File: config.mk
export PLATFORM = sky130hd
export DESIGN_NAME = uart_rx_edge_time_decoder
export DESIGN_NICKNAME = d
export VERILOG_FILES = /design/src/hw/rtl/uartrx_pkg.sv /design/src/hw/rtl/uart_rx_edge_time_decoder.sv /design/src/hw/rtl/uartrx_apb.sv /design/src/hw/rtl/uartrx_div.sv /design/src/hw/rtl/uartrx_frame.sv
export SDC_FILE = /design/constraint.sdc
export NUM_CORES = 1
export LEC_CHECK = 0
export ABC_AREA = 1
export BUFFER_PORTS_ARGS = -buffer_cell sky130_fd_sc_hd__buf_2
export CORE_ASPECT_RATIO = 0.9
export CORE_MARGIN = 4
export CORE_UTILIZATION = 40
export CTS_CLUSTER_SIZE = 12
export DETAILED_ROUTE_END_ITERATION = 10
export GPL_ROUTABILITY_DRIVEN = 0
export HOLD_SLACK_MARGIN = 0.15
export PLACE_DENSITY_LB_ADDON = 0.12
export SYNTH_ARGS = -nofsm -noshare
export SYNTH_HDL_FRONTEND = slang
export SYNTH_SLANG_ARGS = --single-unit
File: constraint.sdc
create_clock -name clk -period 7 [get_ports clk]
set_clock_uncertainty 0.05 [all_clocks]
set_input_delay 2.1 -clock clk [delete_from_list [all_inputs] [get_ports clk]]
set_output_delay 2.1 -clock clk [all_outputs]
set_load 0.01 [all_outputs]
File: src/hw/rtl/uartrx_pkg.sv
package uartrx_pkg;

  localparam int unsigned DATA_W    = 32;
  localparam int unsigned ADDR_W    = 3;
  localparam int unsigned FRAME_W   = 10;
  localparam int unsigned INDEX_W   = 4;
  localparam int unsigned BYTE_W    = 8;
  localparam int unsigned DIV_STEPS = DATA_W;
  localparam int unsigned STEP_W    = $clog2(DIV_STEPS);

  localparam logic [INDEX_W-1:0] LAST_BIT = INDEX_W'(9);
  localparam logic [DATA_W-1:0]  BIT_TIME_RESET = DATA_W'(8333);

  localparam logic REG_BIT_TIME = 1'b0;
  localparam logic REG_INVERT   = 1'b1;

  typedef struct packed {
    logic [DATA_W-1:0] bit_time;
    logic              invert_line;
  } cfg_t;

  typedef struct packed {
    logic              start;
    logic [DATA_W-1:0] dividend;
    logic [DATA_W-1:0] divisor;
  } div_req_t;

  typedef struct packed {
    logic               done;
    logic               big;
    logic [INDEX_W-1:0] quot;
  } div_res_t;

  typedef struct packed {
    logic              valid;
    logic [BYTE_W-1:0] data;
  } emit_t;

  typedef enum logic [2:0] {
    ST_IDLE = 3'b001,
    ST_DIV  = 3'b010,
    ST_DONE = 3'b100
  } state_t;

endpackage

File: src/hw/rtl/uart_rx_edge_time_decoder.sv
// 8N1 serial receiver fed with line-change requests (cycle stamp and new pin level)
// rather than line samples. A falling edge while idle opens a frame.
// Every other edge is timed against the frame start by a radix-2 shift-subtract
// divider, one quotient bit per cycle; no further edge is taken until the load,
// the 32 divider steps and the decision are through. A received byte sits in an
// output register on byte_valid/byte_ready; the decoder only waits for it when the
// following edge completes another byte. The user must write bit_time (address 0)
// and invert_line (address 4) over the APB port only while idle; not enforced here.
module uart_rx_edge_time_decoder
  import uartrx_pkg::*;
(
  input  logic              clk,
  input  logic              rst,
  input  logic              psel,
  input  logic              penable,
  input  logic              pwrite,
  input  logic [ADDR_W-1:0] paddr,
  input  logic [DATA_W-1:0] pwdata,
  output logic [DATA_W-1:0] prdata,
  output logic              pready,
  input  logic              edge_valid,
  output logic              edge_ready,
  input  logic [DATA_W-1:0] edge_time,
  input  logic              pin_level,
  output logic              byte_valid,
  input  logic              byte_ready,
  output logic [BYTE_W-1:0] rx_byte
);

  cfg_t     cfg;
  div_req_t div_req;
  div_res_t div_res;
  emit_t    emit;
  logic     out_free;

  uartrx_apb u_apb (
    .clk     (clk),
    .rst     (rst),
    .psel    (psel),
    .penable (penable),
    .pwrite  (pwrite),
    .paddr   (paddr),
    .pwdata  (pwdata),
    .prdata  (prdata),
    .pready  (pready),
    .cfg     (cfg)
  );

  uartrx_div u_div (
    .clk (clk),
    .rst (rst),
    .req (div_req),
    .res (div_res)
  );

  uartrx_frame u_frame (
    .clk        (clk),
    .rst        (rst),
    .cfg        (cfg),
    .edge_valid (edge_valid),
    .edge_ready (edge_ready),
    .edge_time  (edge_time),
    .pin_level  (pin_level),
    .out_free   (out_free),
    .div_req    (div_req),
    .div_res    (div_res),
    .emit       (emit)
  );

  assign out_free = ~byte_valid | byte_ready;

  always_ff @(posedge clk) begin
    if (rst) begin
      byte_valid <= 1'b0;
    end else if (emit.valid) begin
      byte_valid <= 1'b1;
    end else if (byte_ready) begin
      byte_valid <= 1'b0;
    end
  end

  always_ff @(posedge clk) begin
    if (emit.valid) begin
      rx_byte <= emit.data;
    end
  end

endmodule

File: src/hw/rtl/uartrx_apb.sv
module uartrx_apb
  import uartrx_pkg::*;
(
  input  logic              clk,
  input  logic              rst,
  input  logic              psel,
  input  logic              penable,
  input  logic              pwrite,
  input  logic [ADDR_W-1:0] paddr,
  input  logic [DATA_W-1:0] pwdata,
  output logic [DATA_W-1:0] prdata,
  output logic              pready,
  output cfg_t              cfg
);

  logic [DATA_W-1:0] bit_time;
  logic              invert_line;
  logic              wr_en;
  logic              reg_sel;

  // word registers, byte lane bits ignored
  assign reg_sel = paddr[2];
  assign wr_en   = psel & penable & pwrite & pready;
  assign pready  = 1'b1;

  always_ff @(posedge clk) begin
    if (rst) begin
      bit_time    <= BIT_TIME_RESET;
      invert_line <= 1'b0;
    end else if (wr_en) begin
      unique case (reg_sel)
        REG_BIT_TIME: bit_time    <= pwdata;
        REG_INVERT:   invert_line <= pwdata[0];
        default:      bit_time    <= bit_time;
      endcase
    end
  end

  always_comb begin
    unique case (reg_sel)
      REG_BIT_TIME: prdata = bit_time;
      REG_INVERT:   prdata = {{(DATA_W-1){1'b0}}, invert_line};
      default:      prdata = '0;
    endcase
  end

  assign cfg.bit_time    = bit_time;
  assign cfg.invert_line = invert_line;

endmodule

File: src/hw/rtl/uartrx_div.sv
module uartrx_div
  import uartrx_pkg::*;
(
  input  logic     clk,
  input  logic     rst,
  input  div_req_t req,
  output div_res_t res
);

  logic [DATA_W-1:0]  dvd;
  logic [DATA_W-1:0]  rem;
  logic [DATA_W-1:0]  dsr;
  logic [INDEX_W-1:0] quot;
  logic               big;
  logic [STEP_W-1:0]  step;
  logic               busy;
  logic               done;
  logic [DATA_W+1:0]  trial;
  logic               fits;

  // one quotient bit per cycle, dividend shifts out msb first
  assign trial = {1'b0, rem, dvd[DATA_W-1]} - {2'b00, dsr};
  assign fits  = ~trial[DATA_W+1];

  always_ff @(posedge clk) begin
    if (rst) begin
      busy <= 1'b0;
      done <= 1'b0;
      step <= '0;
    end else begin
      done <= ~req.start & busy & (step == STEP_W'(DIV_STEPS - 1));
      if (req.start) begin
        busy <= 1'b1;
        step <= '0;
      end else if (busy) begin
        step <= step + STEP_W'(1);
        if (step == STEP_W'(DIV_STEPS - 1)) begin
          busy <= 1'b0;
        end
      end
    end
  end

  always_ff @(posedge clk) begin
    if (req.start) begin
      dvd  <= req.dividend;
      dsr  <= req.divisor;
      rem  <= '0;
      quot <= '0;
      big  <= 1'b0;
    end else if (busy) begin
      dvd  <= {dvd[DATA_W-2:0], 1'b0};
      rem  <= fits ? trial[DATA_W-1:0] : {rem[DATA_W-2:0], dvd[DATA_W-1]};
      // quotient keeps its low bits, big flags any overflow; only small values matter
      quot <= {quot[INDEX_W-2:0], fits};
      big  <= big | quot[INDEX_W-1];
    end
  end

  assign res.done = done;
  assign res.big  = big;
  assign res.quot = quot;

endmodule

File: src/hw/rtl/uartrx_frame.sv
module uartrx_frame
  import uartrx_pkg::*;
(
  input  logic              clk,
  input  logic              rst,
  input  cfg_t              cfg,
  input  logic              edge_valid,
  output logic              edge_ready,
  input  logic [DATA_W-1:0] edge_time,
  input  logic              pin_level,
  input  logic              out_free,
  output div_req_t          div_req,
  input  div_res_t          div_res,
  output emit_t             emit
);

  state_t             state;
  state_t             state_next;
  logic [DATA_W-1:0]  frame_origin;
  logic [FRAME_W-1:0] frame_bits;
  logic [INDEX_W-1:0] bit_index;
  logic [DATA_W-1:0]  edge_stamp;
  logic               edge_level;

  logic               take;
  logic               level;
  logic               open_now;
  logic [DATA_W-1:0]  quarter;
  logic               past_last;
  logic               at_last;
  logic               restart;
  logic               finish;
  logic               stall;
  logic [FRAME_W-1:0] fill_tail;
  logic [FRAME_W-1:0] fill_span;

  assign quarter    = {2'b00, cfg.bit_time[DATA_W-1:2]};
  assign edge_ready = (state == ST_IDLE);
  assign take       = edge_valid & edge_ready;
  assign level      = pin_level ^ cfg.invert_line;
  assign open_now   = ~level & (bit_index == '0);

  assign past_last = div_res.big | (div_res.quot > LAST_BIT);
  assign at_last   = div_res.big | (div_res.quot >= LAST_BIT);
  assign restart   = ~edge_level & past_last;
  assign finish    = restart | at_last;
  assign stall     = finish & ~out_free;

  always_comb begin
    for (int k = 0; k < FRAME_W; k++) begin
      fill_tail[k] = (INDEX_W'(k) >= bit_index);
      fill_span[k] = (INDEX_W'(k) >= bit_index) && (INDEX_W'(k) < div_res.quot);
    end
  end

  assign div_req.start    = take & ~open_now;
  assign div_req.dividend = edge_time - frame_origin;
  assign div_req.divisor  = cfg.bit_time;

  assign emit.valid = (state == ST_DONE) & finish & out_free;
  assign emit.data  = restart ? (frame_bits[BYTE_W:1] | fill_tail[BYTE_W:1])
                              : frame_bits[BYTE_W:1];

  always_comb begin
    state_next = state;
    unique case (state)
      ST_IDLE: begin
        if (take && !open_now) state_next = ST_DIV;
      end
      ST_DIV: begin
        if (div_res.done) state_next = ST_DONE;
      end
      ST_DONE: begin
        if (!stall) state_next = ST_IDLE;
      end
      default: state_next = ST_IDLE;
    endcase
  end

  always_ff @(posedge clk) begin
    if (rst) begin
      state        <= ST_IDLE;
      frame_origin <= '0;
      frame_bits   <= '0;
      bit_index    <= '0;
    end else begin
      state <= state_next;
      if (take && open_now) begin
        frame_origin <= edge_time - quarter;
        frame_bits   <= '0;
        bit_index    <= INDEX_W'(1);
      end else if (state == ST_DONE && !stall) begin
        if (restart) begin
          frame_origin <= edge_stamp - quarter;
          frame_bits   <= '0;
          bit_index    <= INDEX_W'(1);
        end else if (at_last) begin
          frame_bits <= '0;
          bit_index  <= '0;
        end else begin
          if (!edge_level) frame_bits <= frame_bits | fill_span;
          bit_index <= div_res.quot;
        end
      end
    end
  end

  always_ff @(posedge clk) begin
    if (take) begin
      edge_stamp <= edge_time;
      edge_level <= level;
    end
  end

endmodule

==> results of run 1 <==
state kept, by name, summed over array words and instances (netlist names):
signal and flops:
u_frame.edge_level 1, u_frame.frame_bits 8, u_div.big 1, u_div.dsr 32, rx_byte 8, u_frame.frame_origin 32
u_div.quot 4, u_div.step 5, u_frame.bit_index 4, u_div.done 1, u_frame.state 3, u_div.dvd 32
byte_valid 1, u_apb.bit_time 32, u_div.rem 32, u_frame.edge_stamp 32, u_div.busy 1, u_apb.invert_line 1
worst register-to-register path, stage by stage, from the launching register on:
cell and delay, ns:
dfxtp_1 0.32, inv_1 0.06, nand2_1 0.05, nand2_1 0.27, nor2_2 0.25, nand2_2 0.14
inv_2 0.39, o21ai_0 0.20, ha_1 0.24, fa_1 0.44, o21ai_1 0.33, nand3_1 0.11
nand2_1 0.12, nand2_1 0.11, nand2_1 0.16, nand3b_1 0.14, nand3_1 0.10, nand3_1 0.09
nand2_1 0.10, inv_1 0.04
layout make-up:
type                       count  area, µm²
multi-input combinational   1579       8140
clock inverter                17        193
inverter                     303       1140
tap                          483        604
fill                        3834      20200
clock buffer                  35        769
timing repair buffer         125        653
sequential                   230       5660
power by group through the flow:
stage / sequential [mW] / combinational [mW] / clock [mW]
floorplan: 1.91 / 2.39 / 0
global placement: 1.94 / 3.09 / 0
detailed placement: 1.95 / 3.12 / 0
CTS: 1.92 / 3.14 / 1.55
global route: 1.95 / 3.60 / 1.60
finish: 1.92 / 3.18 / 1.51
placed cells by master (no fill, tap or decap), types with 11 or more instances in the layout:
master / n
ha_1: 95
inv_2: 13
dfxtp_1: 125
nand2_1: 607
edfxtp_1: 105
o21bai_1: 12
nor3_1: 27
a21oi_1: 179
clkbuf_16: 30
o21ai_0: 142
nand3_1: 128
buf_4: 11
nor2_1: 188
nand4_1: 32
xor2_1: 18
buf_2: 114
xnor2_1: 21
inv_1: 289
a21o_1: 12
o21a_1: 11
o21ai_1: 25
worst min-delay path by stage:
stage / to / slack, ns / cells past startpoint / startpoint
final: u_div.dsr[22] / 0.37 / 0 / u_apb.bit_time[22]
after global routing: u_div.dsr[20] / 0.38 / 0 / u_apb.bit_time[20]
after CTS: u_div.dsr[22] / 0.37 / 0 / u_apb.bit_time[22]
after detailed placement: u_div.dsr[20] / 0.36 / 0 / u_apb.bit_time[20]
after global placement: u_div.dsr[31] / 0.36 / 0 / u_apb.bit_time[31]
after floorplan: u_div.dsr[10] / 0.36 / 0 / u_apb.bit_time[10]
cell families (layout without fill, tap and decap cells):
kind of cell / count (synthesis) / after routing / synth area share
other cells: 1 / 1 / 0.000247
xor+xnor: 39 / 39 / 0.0225
buf+inv: 355 / 480 / 0.0915
compound gates: 407 / 407 / 0.144
flops: 230 / 230 / 0.373
simple gates: 1034 / 1034 / 0.287
fa+ha+maj: 98 / 98 / 0.0823
routing by layer:
| metal | vias to the layer above | track usage | wire (µm) |
|---|---|---|---|
| li1 | 7323 | - | - |
| met1 | 6678 | 0.326 | 22100 |
| met2 | 464 | 0.330 | 18900 |
| met3 | 53 | 0.0428 | 3650 |
| met4 | 2 | 0.0418 | 853 |
| met5 | - | 0 | 7 |
per-stage QoR:
| stage | setup WS [ns] | std cells | hold WS [ns] | total power [mW] |
|---|---|---|---|---|
| after floorplan | 1.42 | 2164 | 0.358 | 4.30 |
| after global placement | 1.48 | 2720 | 0.361 | 5.03 |
| after detailed placement | 1.44 | 2720 | 0.365 | 5.06 |
| after CTS | 1.83 | 2772 | 0.373 | 6.62 |
| after global routing | 1.66 | 2772 | 0.384 | 7.15 |
| final | 1.87 | 2772 | 0.374 | 6.61 |
==> flow_summary_export.csv, run 1 <==
group,metric,value,unit
drt,via_count,14500,
floorplanning,rows,67,
synth,synthTopCellsByArea,"edfxtp_1 (21%), dfxtp_1 (16%), nand2_1 (15%)",
timing,final_max_slew_viol_count,0,
synth,netlist_area,0.0152,mm²
floorplanning,fp.coreArea,0.0373,mm²
clock_network,worstSkewPairLatency,0.56,ns
pwr,switchingPower,2.87,mW
timing,rsz0062_at_grt,"false",
synth,yosysMostFrequentCell,"nand2_1",
timing,tightest_slew,1.01,ns
clock_network,cts_setup_buffers,0,
setup_path,crit_start,"paddr[2]",
timing,setup_viol,0,
pwr,power.share.switching,0.434,
synth,synth_seq_area_share,0.373,
clock_network,clockRootBuffer,"clkbuf_16",
finish,fin_nets,2440,
synth,synth_top_cell_by_area,"edfxtp_1",
pwr,power_frac_comb,0.480,
setup_path,crit_top_cell,"buf_2",
drt,ant_nets,0,
pwr,power_density,385,mW/mm²
clock_network,clkSlewWorstSetupHoldPaths,0.06,ns
synth,synth-main-ff-cell,"dfxtp_1",
setup_path,critical_path_class,"input port to output pin",
clock_network,cts_buffers,28,
synth,postSynth.asyncResetShare,0,
timing,layout_min_cycle_time,5.13,ns
synth,synth_top_area_frac,0.208,
clock_network,cts_tree,"done",
setup_path,endpoint_kind,"output pin",
synth,yosysWarnings,0,
pwr,seqPwrFrac,0.291,
finish,antenna_cells,0,
setup_path,path_max_fanout,22,
place,port_buffers,114,
clock_network,cts.sinks,230,
setup_path,startpoint_type,"input port",
setup_path,arrival,2.98,ns
synth,ys_ff_latch,230,
drt,drc_errors,0,
synth,ys_top_cells_by_count,"nand2_1 (607), inv_1 (290), nor2_1 (188)",
timing,post-route-period-util,0.733,
global_route,grt_pass1_wl,71400,µm
synth,synth_cell_types,47,
drt,first_pass_iters,6,
synth,avgSynthCellArea,7.01,µm²
timing,relSlewSlack,0.330,
synth,netlist_instances,2164,
drt,routed_via_density,5.24,
setup_path,slowest_delay,0.36,ns
drt,wl_per_cell,16.4,µm
global_route,gr-usage-all-layers,0.218,
global_route,grt-ovfl-total,0,
pwr,internal_power,3.74,mW
setup_path,slowest_stage,"buf_2",
setup_path,ff2ff_setup_slack,3.21,ns
timing,finalSetupTns,0,ns
global_route,grt_antenna_before_repair,1,
pwr,vdd_ir_drop_max,0.000207,V
setup_path,worst-path-buf-inv,3,
finish,drive_above_1_share,0.0965,
floorplanning,dieArea,0.0411,mm²
clock_network,postCtsHoldBufs,0,
pwr,power_leakage,7.94,nW
drt,first_iter_violations,1344,
floorplanning,io_pins,118,
floorplanning,dieHeight,193,µm
finish,utilization,0.460,
job,maxCapViolations,0,
finish,final_cell_area,0.0172,mm²
synth,syn_nets,2337,
clock_network,htree_levels,1,
pwr,pwr-share-clk,0.229,
global_route,grt_max_degree,55,
setup_path,r2r-end,"u_frame.frame_origin[30]",
finish,area_delta_synth_final,13.1,%
global_route,grt_pass1_vias,13400,
setup_path,rr_worst_depth,19,
clock_network,clockBufferDepth,3,
drt,routed_wl,45500,µm
outcome,status,"complete, no violations",
floorplanning,die_x,213,µm
setup_path,crit_family,"buffers and inverters",
clock_network,cts_resized,0,
setup_path,r2r_start,"u_apb.invert_line",
setup_path,cp.required,4.85,ns
synth,synth-edff-count,105,
hold_path,hp-class,"register to register",
place,dpl.hpwl,35000,µm
floorplanning,start_util,0.407,
setup_path,path_cells,"buf_2 -> buf_4 -> nor2_1 -> buf_2",
timing,hold_viol,0,
setup_path,cp.depth,4,
setup_path,endpoint,"prdata[30]",
place,dpl_cell_area,0.0162,mm²
timing,fmax,0.195,GHz
No activity file was read; power rests on OpenSTA's default activity.
==> run 2: changes to the inputs <==
- clock period: 7 -> 4.8 ns (I/O delays scaled with it)
==> flow_summary_export.csv, run 2 (synthesis results as in run 1) <==
group,metric,value,unit
timing,relSlewSlack,0.407,
setup_path,r2r-end,"u_frame.frame_origin[18]",
clock_network,worstSkewPairLatency,0.55,ns
global_route,grt_antenna_before_repair,1,
clock_network,cts_tree,"done",
floorplanning,start_util,0.407,
timing,final_max_slew_viol_count,0,
pwr,power_density,551,mW/mm²
floorplanning,rows,67,
global_route,grt-ovfl-total,0,
setup_path,startpoint_type,"input port",
place,dpl_cell_area,0.0162,mm²
drt,first_pass_iters,5,
pwr,total_power,9.46,mW
clock_network,clockBufferDepth,3,
timing,post-route-period-util,0.874,
finish,fin_nets,2444,
setup_path,crit_start,"pin_level",
hold_path,worstHoldPathCells,0,
timing,fmax,0.238,GHz
clock_network,cts.sinks,230,
timing,layout_min_cycle_time,4.20,ns
floorplanning,die_x,213,µm
setup_path,endpoint_kind,"register",
floorplanning,fp.coreArea,0.0373,mm²
setup_path,r2r_start,"u_frame.bit_index[2]",
finish,final_cell_area,0.0172,mm²
setup_path,rr_worst_depth,16,
clock_network,clkSlewWorstSetupHoldPaths,0.06,ns
global_route,grt_pass1_wl,71600,µm
job,maxCapViolations,0,
timing,finalSetupTns,0,ns
finish,drive_above_1_share,0.0986,
global_route,grt_pass1_vias,13200,
place,port_buffers,114,
timing,rsz0062_at_grt,"false",
setup_path,slowest_delay,0.41,ns
clock_network,cts_buffers,27,
setup_path,ff2ff_setup_slack,1.19,ns
timing,hold_viol,0,
finish,antenna_cells,0,
floorplanning,dieHeight,193,µm
place,dp_cells,2725,
setup_path,path_max_fanout,31,
hold_path,hp-class,"register to register",
clock_network,htree_levels,1,
setup_path,cp.required,5.20,ns
timing,tightest_slew,0.890,ns
pwr,vdd_ir_drop_max,0.000316,V
place,dpl.hpwl,35700,µm
finish,utilization,0.460,
timing,setup_viol,0,
floorplanning,io_pins,118,
global_route,gr-usage-all-layers,0.219,
finish,area_delta_synth_final,13.1,%
clock_network,cts_resized,0,
pwr,power_leakage,7.95,nW
clock_network,cts_setup_buffers,0,
finish,final_cell_mix,"nand2_1 (607), inv_1 (289), nor2_1 (188), a21oi_1 (179), o21ai_0 (142)",
drt,ant_nets,0,
finish,stdcell_count,2774,
setup_path,slowest_stage,"a21oi_1",
outcome,status,"complete, no violations",
setup_path,critical_path_class,"input port to register",
drt,routed_via_density,5.16,
global_route,grt_max_degree,55,
drt,first_iter_violations,1270,
setup_path,path_cells,"buf_2 -> inv_1 -> nand2_1 -> nand2_1 -> nor2_2 -> nand2_2 -> inv_2 -> buf_12 -> nand2_1 -> nand2_1 -> ha_1 -> a21oi_1 -> o21ai_0 -> a21oi_1 -> nand3_1 -> xor2_1 -> o21bai_1 -> inv_1",
hold_path,min_from,"u_apb.bit_time[16]",
finish,layout_commonest_cell,"nand2_1",
drt,via_count,14300,
setup_path,crit_top_cell,"nand2_1",
drt,drc_errors,0,
setup_path,arrival,4.59,ns
clock_network,postCtsHoldBufs,0,
clock_network,clockRootBuffer,"clkbuf_16",
hold_path,worst_hold_path.endpoint,"u_div.dsr[16]",
drt,routed_wl,45700,µm
drt,wl_per_cell,16.5,µm
floorplanning,dieArea,0.0411,mm²
[run 2: cell count changes in the layout (fill, tap and decap cells not counted), sizes merged]
| cell | previous run | this run |
|---|---|---|
| bufinv | 4 | 0 |
| clkbuf | 35 | 43 |
| inv | 302 | 303 |
| clkinv | 12 | 4 |
| buf | 125 | 130 |
[run 2: report_power, final]
group	internal, mW	switching, mW
clock network	1.26	0.835
registers	2.60	0.203
logic	1.50	3.07
[run 2: how the worst max path moves through the flow]
stage,end,slack [ns],cells after the start
after floorplan,u_frame.frame_origin[16],0.32,16
after global placement,u_frame.frame_origin[31],0.17,25
after detailed placement,u_frame.frame_origin[30],0.16,20
after CTS,u_frame.frame_origin[30],0.74,20
after global routing,u_frame.frame_origin[27],0.38,21
final,u_frame.frame_origin[18],0.60,18
[run 2: stage by stage]
stage / hold slack (ns) / setup WS (ns)
after global routing: 0.379 / 0.375
after floorplan: 0.358 / 0.316
after detailed placement: 0.363 / 0.164
final: 0.362 / 0.603
after CTS: 0.361 / 0.738
after global placement: 0.360 / 0.167
[run 2: layer usage]
layer / global-route usage / share of wire / vias to the layer above
met1: 0.332 / 0.49 / 6469
met5: 0 / 0 / -
met4: 0.0409 / 0.020 / 0
met3: 0.0388 / 0.074 / 50
met2: 0.327 / 0.41 / 474
li1: - / - / 7323
[run 2: cell type report]
class	count	area, µm²
fillers	3859	20100
multi-input cells	1579	8140
flip-flops and latches	230	5660
inverters	303	1140
clock buffers	43	881
repair buffers	130	703
well taps	483	604
clock inverters	6	38.8
[run 2: critical path: cells and delay by family]
kind	cells	cell delay, ns
AND/OR/NAND/NOR	7	1.07
buffers and inverters	5	0.58
XOR/XNOR	1	0.18
AO/OA/AOI/OAI	4	0.99
adder cells (fa/ha/maj)	1	0.29
